**src/rtl/bpfa_pkg.sv**
```systemverilog
// ============================================================================
// bpfa_pkg
// Shared constants, types and control structs of the page frame allocator.
// ============================================================================
package bpfa_pkg;

	localparam int NUM_FRAMES     = 32768;
	localparam int FRAME_BYTES    = 4096;
	localparam int FRAME_SHIFT    = $clog2(FRAME_BYTES);
	localparam int FRAME_W        = $clog2(NUM_FRAMES);

	localparam int IN_ADDR_W      = 32;
	localparam int ADDR_W         = 27;
	localparam int CNT_W          = 16;
	localparam int CFG_W          = 16;
	localparam int CFG_IDX_W      = 1;

	localparam int WORD_BITS      = 64;
	localparam int BIT_W          = $clog2(WORD_BITS);
	localparam int MAP_BYTES      = NUM_FRAMES / 8;
	localparam int MAP_WORDS      = NUM_FRAMES / WORD_BITS;
	localparam int WORD_AW        = (MAP_WORDS > 1) ? $clog2(MAP_WORDS) : 1;
	localparam int MAP_BYTES_W    = $clog2(MAP_BYTES) + 1;
	localparam int WIN_W          = (CFG_W - 2 > MAP_BYTES_W) ? CFG_W - 2 : MAP_BYTES_W;
	localparam int PTR_W          = WIN_W - 2;

	localparam logic [CNT_W-1:0] CNT_MAX         = {CNT_W{1'b1}};
	localparam logic [CFG_W-1:0] MAX_FRAME_RESET = CFG_W'(32768);

	localparam logic [CFG_IDX_W-1:0] CFG_MIN_FRAME = 1'b0;
	localparam logic [CFG_IDX_W-1:0] CFG_MAX_FRAME = 1'b1;

	localparam logic KIND_ALLOC = 1'b0;
	localparam logic KIND_FREE  = 1'b1;

	typedef enum logic [1:0] {
		ST_OK           = 2'd0,
		ST_OOM          = 2'd1,
		ST_ALREADY_FREE = 2'd2,
		ST_OUTSIDE      = 2'd3
	} status_t;

	typedef struct packed {
		logic clear_en;
		logic accept_alloc;
		logic accept_free;
		logic scan_en;
		logic free_rd;
		logic free_chk;
		logic out_load;
	} cmd_t;

	typedef struct packed {
		logic clear_done;
		logic win_empty;
		logic free_outside;
		logic scan_hit;
		logic scan_end;
	} sts_t;

endpackage

```
**src/rtl/bpfa_ctrl.sv**
```systemverilog
// ============================================================================
// bpfa_ctrl
// Sequencer: clearing pass, request accept, map scan, free check, response.
// ============================================================================
module bpfa_ctrl (
	input  logic           clk,
	input  logic           arst_n,
	input  logic           req_valid,
	input  logic           req_kind,
	output logic           req_ready,
	output logic           rsp_valid,
	input  logic           rsp_ready,
	input  bpfa_pkg::sts_t sts,
	output bpfa_pkg::cmd_t cmd
);

	typedef enum logic [5:0] {
		S_CLEAR = 6'b000001,
		S_IDLE  = 6'b000010,
		S_SCAN  = 6'b000100,
		S_FRD   = 6'b001000,
		S_FCHK  = 6'b010000,
		S_FIN   = 6'b100000
	} state_t;

	state_t state_q;
	state_t state_d;
	logic   rsp_valid_q;

	always_comb begin
		state_d   = state_q;
		cmd       = '0;
		req_ready = 1'b0;
		unique case (state_q)
			S_CLEAR: begin
				cmd.clear_en = 1'b1;
				if (sts.clear_done) begin
					state_d = S_IDLE;
				end
			end
			S_IDLE: begin
				req_ready = 1'b1;
				if (req_valid) begin
					if (req_kind == bpfa_pkg::KIND_ALLOC) begin
						cmd.accept_alloc = 1'b1;
						state_d = sts.win_empty ? S_FIN : S_SCAN;
					end else begin
						cmd.accept_free = 1'b1;
						state_d = sts.free_outside ? S_FIN : S_FRD;
					end
				end
			end
			S_SCAN: begin
				cmd.scan_en = 1'b1;
				if (sts.scan_hit || sts.scan_end) begin
					state_d = S_FIN;
				end
			end
			S_FRD: begin
				cmd.free_rd = 1'b1;
				state_d = S_FCHK;
			end
			S_FCHK: begin
				cmd.free_chk = 1'b1;
				state_d = S_FIN;
			end
			S_FIN: begin
				if (!rsp_valid_q || rsp_ready) begin
					cmd.out_load = 1'b1;
					state_d = S_IDLE;
				end
			end
			default: begin
				state_d = S_CLEAR;
			end
		endcase
	end

	always_ff @(posedge clk or negedge arst_n) begin
		if (!arst_n) begin
			state_q     <= S_CLEAR;
			rsp_valid_q <= 1'b0;
		end else begin
			state_q <= state_d;
			if (cmd.out_load) begin
				rsp_valid_q <= 1'b1;
			end else if (rsp_ready) begin
				rsp_valid_q <= 1'b0;
			end
		end
	end

	assign rsp_valid = rsp_valid_q;

endmodule

```
**config.mk**
```make
export PLATFORM = sky130hd
export DESIGN_NAME = bpfa_ctrl
export DESIGN_NICKNAME = d
export VERILOG_FILES = /design/src/rtl/bpfa_pkg.sv /design/src/rtl/bpfa_ctrl.sv
export SDC_FILE = /design/constraint.sdc
export NUM_CORES = 1
export LEC_CHECK = 0
export BUFFER_PORTS_ARGS = -buffer_cell sky130_fd_sc_hd__buf_2
export CAP_MARGIN = 40
export CORE_MARGIN = 2
export CORE_UTILIZATION = 25
export DETAILED_ROUTE_END_ITERATION = 6
export PLACE_DENSITY_LB_ADDON = 0.08
export SLEW_MARGIN = 20
export SYNTH_ARGS = -nofsm -noshare
export SYNTH_HDL_FRONTEND = slang
export SYNTH_SLANG_ARGS = --single-unit
```
**constraint.sdc**
```tcl
create_clock -name clk -period 1.9 [get_ports clk]
set_input_delay 0.57 -clock clk [delete_from_list [all_inputs] [get_ports clk]]
set_output_delay 0.57 -clock clk [all_outputs]
set_load 0.03 [all_outputs]
```
==> Implementation_results.wiki, run 1 <==
{| class="wikitable"
! Metric !! Value
|-
| Outcome || complete, but fails checks
|-
| Violations in the final reports || setup timing
|-
| Total Neg Setup Slack || -2.51 ns
|-
| Leading cell type in the layout, fill and taps excluded || buf_4
|-
| DRC violation count after routing || 0
|-
| Flops & latches, synth || 7
|-
| Count of distinct cell types in the synthesized netlist || 30
|-
| Via count of the first global-routing pass || ~610
|-
| Worst hold path type || in -> async
|-
| Power density over the cells || 1320 nW/um^2
|-
| Synthesized netlist cell count || 56
|-
| Number of ports placed on the die boundary || 19
|-
| Area Overhead vs Synth || 89.0%
|-
| Vias per Instance || approximately 4.6
|-
| Worst path buffer plus inverter count || 2
|-
| Antenna diode count || 0
|-
| Max-cap violation count || 0
|-
| Height of the die || 48.8 um
|-
| Critical Path End Type || primary output
|-
| Routed Antenna Nets || 0
|-
| Starting DRC count in detailed routing || 7
|-
| Combined area of the multi-input logic cells || 397 um^2
|-
| Largest vdd supply drop || 0.000872 V
|-
| Cell leakage power || between 0.0004 and 0.0005 uW
|-
| Worst max-slew margin expressed relative to the limit || 0.766
|-
| Port Buffers || 18
|-
| Placement-stage worst setup slack || -0.224 ns
|-
| Per-cell routed wire length || 11.8 um
|-
| Maximum clock frequency || between 0.4 and 0.5 GHz
|-
| Number of max-slew violations in the final report || 0
|-
| Max stage delay cell, worst path || or4_4
|-
| Total number of vias || 569
|-
| Final non-filler cell total || 123
|-
| Cell area after synthesis || 502 um^2
|-
| Cells along the critical path || or4_4 > nor2_4 > nand2_4 > clkinv_4 > and3_4 > buf_6
|-
| Final Hold Violating Endpoints || 0
|-
| Post-route cell area || 948 um^2
|-
| Number of H-tree levels || 1
|-
| Global router's overall resource usage || 0.146
|-
| Clock root cell || clkbuf_4
|-
| Required time at the worst-slack endpoint || 1.33 ns
|-
| Pin count of the biggest net entering global routing || 8
|-
| Clock transition at the registers of the reported paths || 0.05 ns
|-
| Maximum fanout encountered on the critical timing path || 3
|-
| Minimum clock period after layout || 2.32 ns
|-
| CTS tree || done
|-
| Die Outline Area || 2380 um^2
|-
| Cell count after placement || 112
|-
| Last weighted congestion value of the routability-driven placer || 0.791
|-
| CTS max path bufs || 2
|-
| CP top delay family || simple AND/OR/NAND/NOR gates
|-
| Floorplan Core Area || 1920 um^2
|-
| Arrival time at the worst endpoint || 1.75 ns
|-
| Wire length of the first global-routing pass || 2630 um
|-
| Overall power consumption || 1250 uW
|-
| Crit path largest cell delay || about 0.56 ns
|-
| Number of antenna violations at the first check in global routing || 0
|-
| Number of buffers inserted during clock tree synthesis || 3
|-
| Critical Path Source Type || register
|-
| Placed instance area || 749 um^2
|-
| Area occupied by registers || around 180 um^2
|-
| Detailed Route WL || 1460 um
|-
| Warnings, synthesis || 0
|-
| Type of the worst setup path || reg -> out
|-
| Fin crit share || 1.22
|-
| Setup violations, final || 11
|-
| Number of filler instances in the final layout || 203
|-
| Initial core utilization || 0.261
|-
| Clock net sink count || 7
|-
| Gr ovfl total || 0
|-
| Min setup slack post-route || -0.416 ns
|-
| RSZ-0062 raised after global routing || true
|-
| Row count || 16
|-
| Share of post-route cells with drive strength above 1 || 0.677
|-
| Post-synth net total || 66
|-
| Hold_buf cts || 0
|-
| Highest-count cells in the layout ignoring fill and taps || buf_4, buf_6, buf_2, dfrtp_1
|-
| Width of the chip || 48.8 um
|-
| Maximum clock skew at final layout || roughly 0.002 ns
|-
| Total half-perimeter wirelength after legalization and detailed placement || 1100 um
|-
| Count of nets after finishing || 107
|-
| Portion of the post-synthesis area used by sequential elements || 0.352
|-
| Slew @ Worst Pin || ~0.35 ns
|-
| Router iterations before antenna repair || 4
|-
| Mean cell area of the mapped netlist || 8.96 um^2
|-
| Clock network latency to the later pin of the worst-skew pair || 0.26 ns
|}
-- worst paths after layout --
path,cells past startpoint,endpoint,from,slack (ns)
max,6,cmd[4],state_q[5],-0.42
min,1,state_q[4],arst_n,0.14
max reg2reg,6,state_q[1],state_q[5],-0.11
min reg2reg,3,rsp_valid,rsp_valid,0.65
max in group asynchronous,1,state_q[0],arst_n,1.53
min in group clk,2,state_q[3],sts[2],0.49
-- worst reg2reg max path, delay by kind of cell (launching register included) --
family          cells  cell delay (ns)
flops               1             0.37
buf+inv             2             0.32
simple gates        2             0.98
compound gates      2             0.21
-- area by class of cell --
type / count / area share
inverter: 2 / 0.0132
sequential: 7 / 0.187
clock buffer: 4 / 0.0277
tap: 27 / 0.0356
timing repair buffer: 38 / 0.318
multi-input combinational: 45 / 0.418
-- metal layers --
metal | track usage | routed length [um]
met1 | 0.165 | 663
met2 | 0.251 | 710
met3 | 0.0153 | 60
met4 | 0.114 | 23
met5 | 0 | 0
-- registers in the layout, indices dropped and copies added (netlist names) --
name / cells
rsp_valid: 1
state_q: 6
-- synthesized netlist by cell type, drive strengths merged --
master  n  area share
and2b   1       0.017
o21ai   4       0.047
o22ai   2       0.025
xor2    1       0.017
inv     1      0.0075
and3    2       0.025
a31oi   1       0.012
o41ai   1       0.017
nand2   5       0.042
nor4    2       0.037
dfstp   1       0.052
mux2    1       0.022
nor3    2       0.020
a21oi   2       0.020
nor4b   1       0.017
buf     2       0.037
dfrtp   6        0.30
nand2b  3       0.037
or2     1       0.012
o32ai   1       0.017
nor3b   3       0.045
or4     3       0.067
clkinv  1       0.010
xnor2   1       0.017
nor2    8       0.075
-- stage by stage --
stage	hold WS, ns	utilization
after floorplan	0.274	-
after global placement	0.415	0.390
after detailed placement	0.419	0.390
after CTS	0.138	0.465
after global routing	0.139	0.493
final	0.140	0.493
-- cells by family after synthesis --
family | synth area share
simple gates | 0.397
compound gates | 0.140
flops | 0.352
buf+inv | 0.0549
xor+xnor | 0.0349
mux | 0.0224
-- power breakdown --
part / switching [uW] / internal, uW / leakage (uW) / total (uW)
combinational: 410 / 456 / 0.000324 / 866
sequential: 46.7 / 199 / 0.0000911 / 246
clock: 60.6 / 80.5 / 0.0000150 / 141
-- repair_timing --
item                       4_1_cts  5_1_grt
setup endpoints to repair        9       12
gates resized for setup         26        5
pin swaps                        2        9
setup buffers                    3        6
Power figures use the tool's default switching activity.
==> inputs of run 2 (changes only) <==
--- a/config.mk
+++ b/config.mk
@@ -11,6 +11,7 @@
 export CORE_UTILIZATION = 25
 export DETAILED_ROUTE_END_ITERATION = 6
 export PLACE_DENSITY_LB_ADDON = 0.08
+export SETUP_SLACK_MARGIN = 0.1
 export SLEW_MARGIN = 20
 export SYNTH_ARGS = -nofsm -noshare
 export SYNTH_HDL_FRONTEND = slang
==> run 2 against run 1 <==
The flow still finishes with violations (setup timing). First-iteration DRC count fell by 43%. Via count down 1.9%. Power shrank 1.0%. Non-clock buffer count shrank 2. Highest routed layer is now met3.
==> Implementation_results.wiki, run 2 (synthesized netlist as in run 1, its figures left out) <==
{| class="wikitable"
! Metric !! Value
|-
| Min setup slack post-route || -0.394 ns (was -0.416 ns)
|-
| Total half-perimeter wirelength after legalization and detailed placement || 1130 um (was 1100 um)
|-
| Per-cell routed wire length || 12.0 um (was 11.8 um)
|-
| Slew @ Worst Pin || 0.363 ns (was 0.348 ns)
|-
| Floorplan Core Area || 1920 um^2 (unchanged)
|-
| Share of post-route cells with drive strength above 1 || 0.660 (was 0.677)
|-
| Width of the chip || 48.8 um (unchanged)
|-
| Clock root cell || clkbuf_4 (unchanged)
|-
| Number of ports placed on the die boundary || 19 (unchanged)
|-
| GR peak layer || met2 (unchanged)
|-
| Critical Path End Type || primary output (unchanged)
|-
| Highest-count cells in the layout ignoring fill and taps || buf_4, buf_2, buf_6, dfrtp_1 (was buf_4, buf_6, buf_2, dfrtp_1)
|-
| Cell leakage power || 0.000418 uW (was 0.000430 uW)
|-
| Port Buffers || 18 (unchanged)
|-
| Clock net sink count || 7 (unchanged)
|-
| Arrival time at the worst endpoint || 1.72 ns (was 1.75 ns)
|-
| Final Hold Violating Endpoints || 0 (unchanged)
|-
| Required time at the worst-slack endpoint || 1.33 ns (about the same)
|-
| Antenna diode count || 0 (unchanged)
|-
| Setup crit start || state_q[5] (unchanged)
|-
| Detailed Route WL || 1460 um (about the same)
|-
| RSZ-0062 raised after global routing || true (unchanged)
|-
| Most flop-heavy register || state_q (unchanged)
|-
| CTS tree || done (unchanged)
|-
| Wire length of the first global-routing pass || 2370 um (was 2630 um)
|-
| Fin crit share || 1.21 (was 1.22)
|-
| Number of buffers inserted during clock tree synthesis || 3 (unchanged)
|-
| Maximum fanout encountered on the critical timing path || 3 (unchanged)
|-
| Final design utilization || 0.480 (was 0.493)
|-
| Clock network latency to the later pin of the worst-skew pair || 0.25 ns (was 0.26 ns)
|-
| CTS max path bufs || 2 (unchanged)
|-
| Area Overhead vs Synth || 84.0% (was 89.0%)
|-
| Max-cap violation count || 0 (unchanged)
|-
| Violations in the final reports || setup timing (unchanged)
|-
| Setup violations, final || 11 (unchanged)
|-
| Leading cell type in the layout, fill and taps excluded || buf_4 (unchanged)
|-
| Crit path largest cell delay || 0.55 ns (was 0.56 ns)
|-
| Capture point of the worst path || cmd[4] (unchanged)
|-
| Last weighted congestion value of the routability-driven placer || 0.733 (was 0.791)
|-
| Max stage delay cell, worst path || or4_4 (unchanged)
|-
| Number of filler instances in the final layout || 196 (was 203)
|-
| Reg-to-Reg End || state_q[5] (was state_q[1])
|-
| Number of antenna violations at the first check in global routing || 0 (unchanged)
|-
| Number of H-tree levels || 1 (unchanged)
|-
| Height of the die || 48.8 um (unchanged)
|-
| Hold_buf cts || 0 (unchanged)
|-
| Starting DRC count in detailed routing || 4 (was 7)
|-
| Register-to-Register Setup Slack || -0.10 ns (was -0.11 ns)
|-
| Worst hold path type || in -> async (unchanged)
|-
| Count of nets after finishing || 105 (was 107)
|-
| Clock transition at the registers of the reported paths || 0.05 ns (about the same)
|-
| Power density over the cells || 1340 nW/um^2 (was 1320 nW/um^2)
|-
| Worst max-slew margin expressed relative to the limit || 0.756 (was 0.766)
|-
| Met2 GRT Util || 0.219 (was 0.251)
|-
| Worst R2R Start || state_q[5] (unchanged)
|-
| Total number of vias || 558 (was 569)
|-
| Minimum hold slack || 0.146 ns (was 0.140 ns)
|-
| Router iterations before antenna repair || 4 (unchanged)
|-
| Flip-flop count of the largest register after layout || 6 (unchanged)
|-
| Maximum clock frequency || 0.436 GHz (was 0.432 GHz)
|-
| Cells along the critical path || or4_4 > nor2_4 > nand2_4 > clkinv_4 > and3_4 > buf_6 (unchanged)
|-
| Die Outline Area || 2380 um^2 (unchanged)
|-
| GRT met3 Usage || 0.0184 (was 0.0153)
|-
| Pin count of the biggest net entering global routing || 8 (unchanged)
|-
| Routed Antenna Nets || 0 (unchanged)
|-
| Minimum clock period after layout || 2.29 ns (was 2.32 ns)
|-
| Row count || 16 (unchanged)
|-
| Critical Path Source Type || register (unchanged)
|-
| Maximum clock skew at final layout || 0.00278 ns (was 0.00202 ns)
|-
| Initial core utilization || 0.261 (unchanged)
|-
| Via count of the first global-routing pass || 544 (was 609)
|-
| Vias per Instance || 4.61 (was 4.63)
|-
| Global router's overall resource usage || 0.134 (was 0.146)
|-
| Outcome || complete, but fails checks (unchanged)
|-
| Overall power consumption || 1240 uW (was 1250 uW)
|-
| Gr ovfl total || 0 (unchanged)
|-
| Largest vdd supply drop || 0.000705 V (was 0.000872 V)
|-
| R2R depth || 6 (unchanged)
|-
| Number of max-slew violations in the final report || 0 (unchanged)
|-
| Type of the worst setup path || reg -> out (unchanged)
|-
| Met1 track demand over resource in global routing || 0.164 (was 0.165)
|-
| DRC violation count after routing || 0 (unchanged)
|}
## run 2: cell count changes in the layout (fill, tap and decap cells not counted), sizes merged
cell | before | now
buf | 38 | 36
## run 2: critical path: cells and delay by family (launching register included)
kind          cells  cell delay [ns]
buf+inv           2             0.17
flops             1             0.37
simple gates      4             0.92
## run 2: cell type report
type / instances / area (um^2) / area share
clock buffer: 4 / 26.3 / 0.0285
multi-input combinational: 45 / 390 / 0.423
sequential: 7 / 178 / 0.192
timing repair buffer: 36 / 283 / 0.306
inverter: 2 / 12.5 / 0.0136
tap: 27 / 33.8 / 0.0366
## run 2: power by group
part	internal [uW]	leakage, uW	switching [uW]
clock	80.2	0.0000150	55.3
combinational	448	0.000312	408
sequential	199	0.0000911	49.5
## run 2: worst min-delay path by stage
| stage | startpoint | to | slack, ns | cells past startpoint |
|---|---|---|---|---|
| 6_report | arst_n | state_q[4] | 0.15 | 1 |
| 5_1_grt | arst_n | rsp_valid | 0.14 | 1 |
| 4_1_cts | arst_n | state_q[4] | 0.15 | 1 |
| 3_5_place_dp | arst_n | rsp_valid | 0.42 | 1 |
| 3_3_place_gp | arst_n | rsp_valid | 0.41 | 1 |
| 2_1_floorplan | arst_n | rsp_valid | 0.27 | 0 |
## run 2: what timing repair did
item | 4_1_cts | 5_1_grt
pin swaps | 5 | 6
gates cloned | 0 | 0
endpoints found under the setup margin | 12 | 12
setup buffers | 4 | 3
resized for setup | 26 | 2
## run 2: metal layers
layer  part of all wire  wire length (um)
met5                  0                 0
met1               0.48               696
met3              0.023                34
met4                  0                 0
met2               0.50               726
## run 2: through the flow
stage	TNS [ns]	worst slack (ns)	std cells	instance area, um^2
floorplan	-0.894	-0.273	56	549
global route	-2.98	-0.464	121	923
detailed placement	-0.745	-0.213	112	752
global placement	-0.741	-0.194	112	752
finish	-2.37	-0.394	121	923
CTS	-2.53	-0.432	120	910
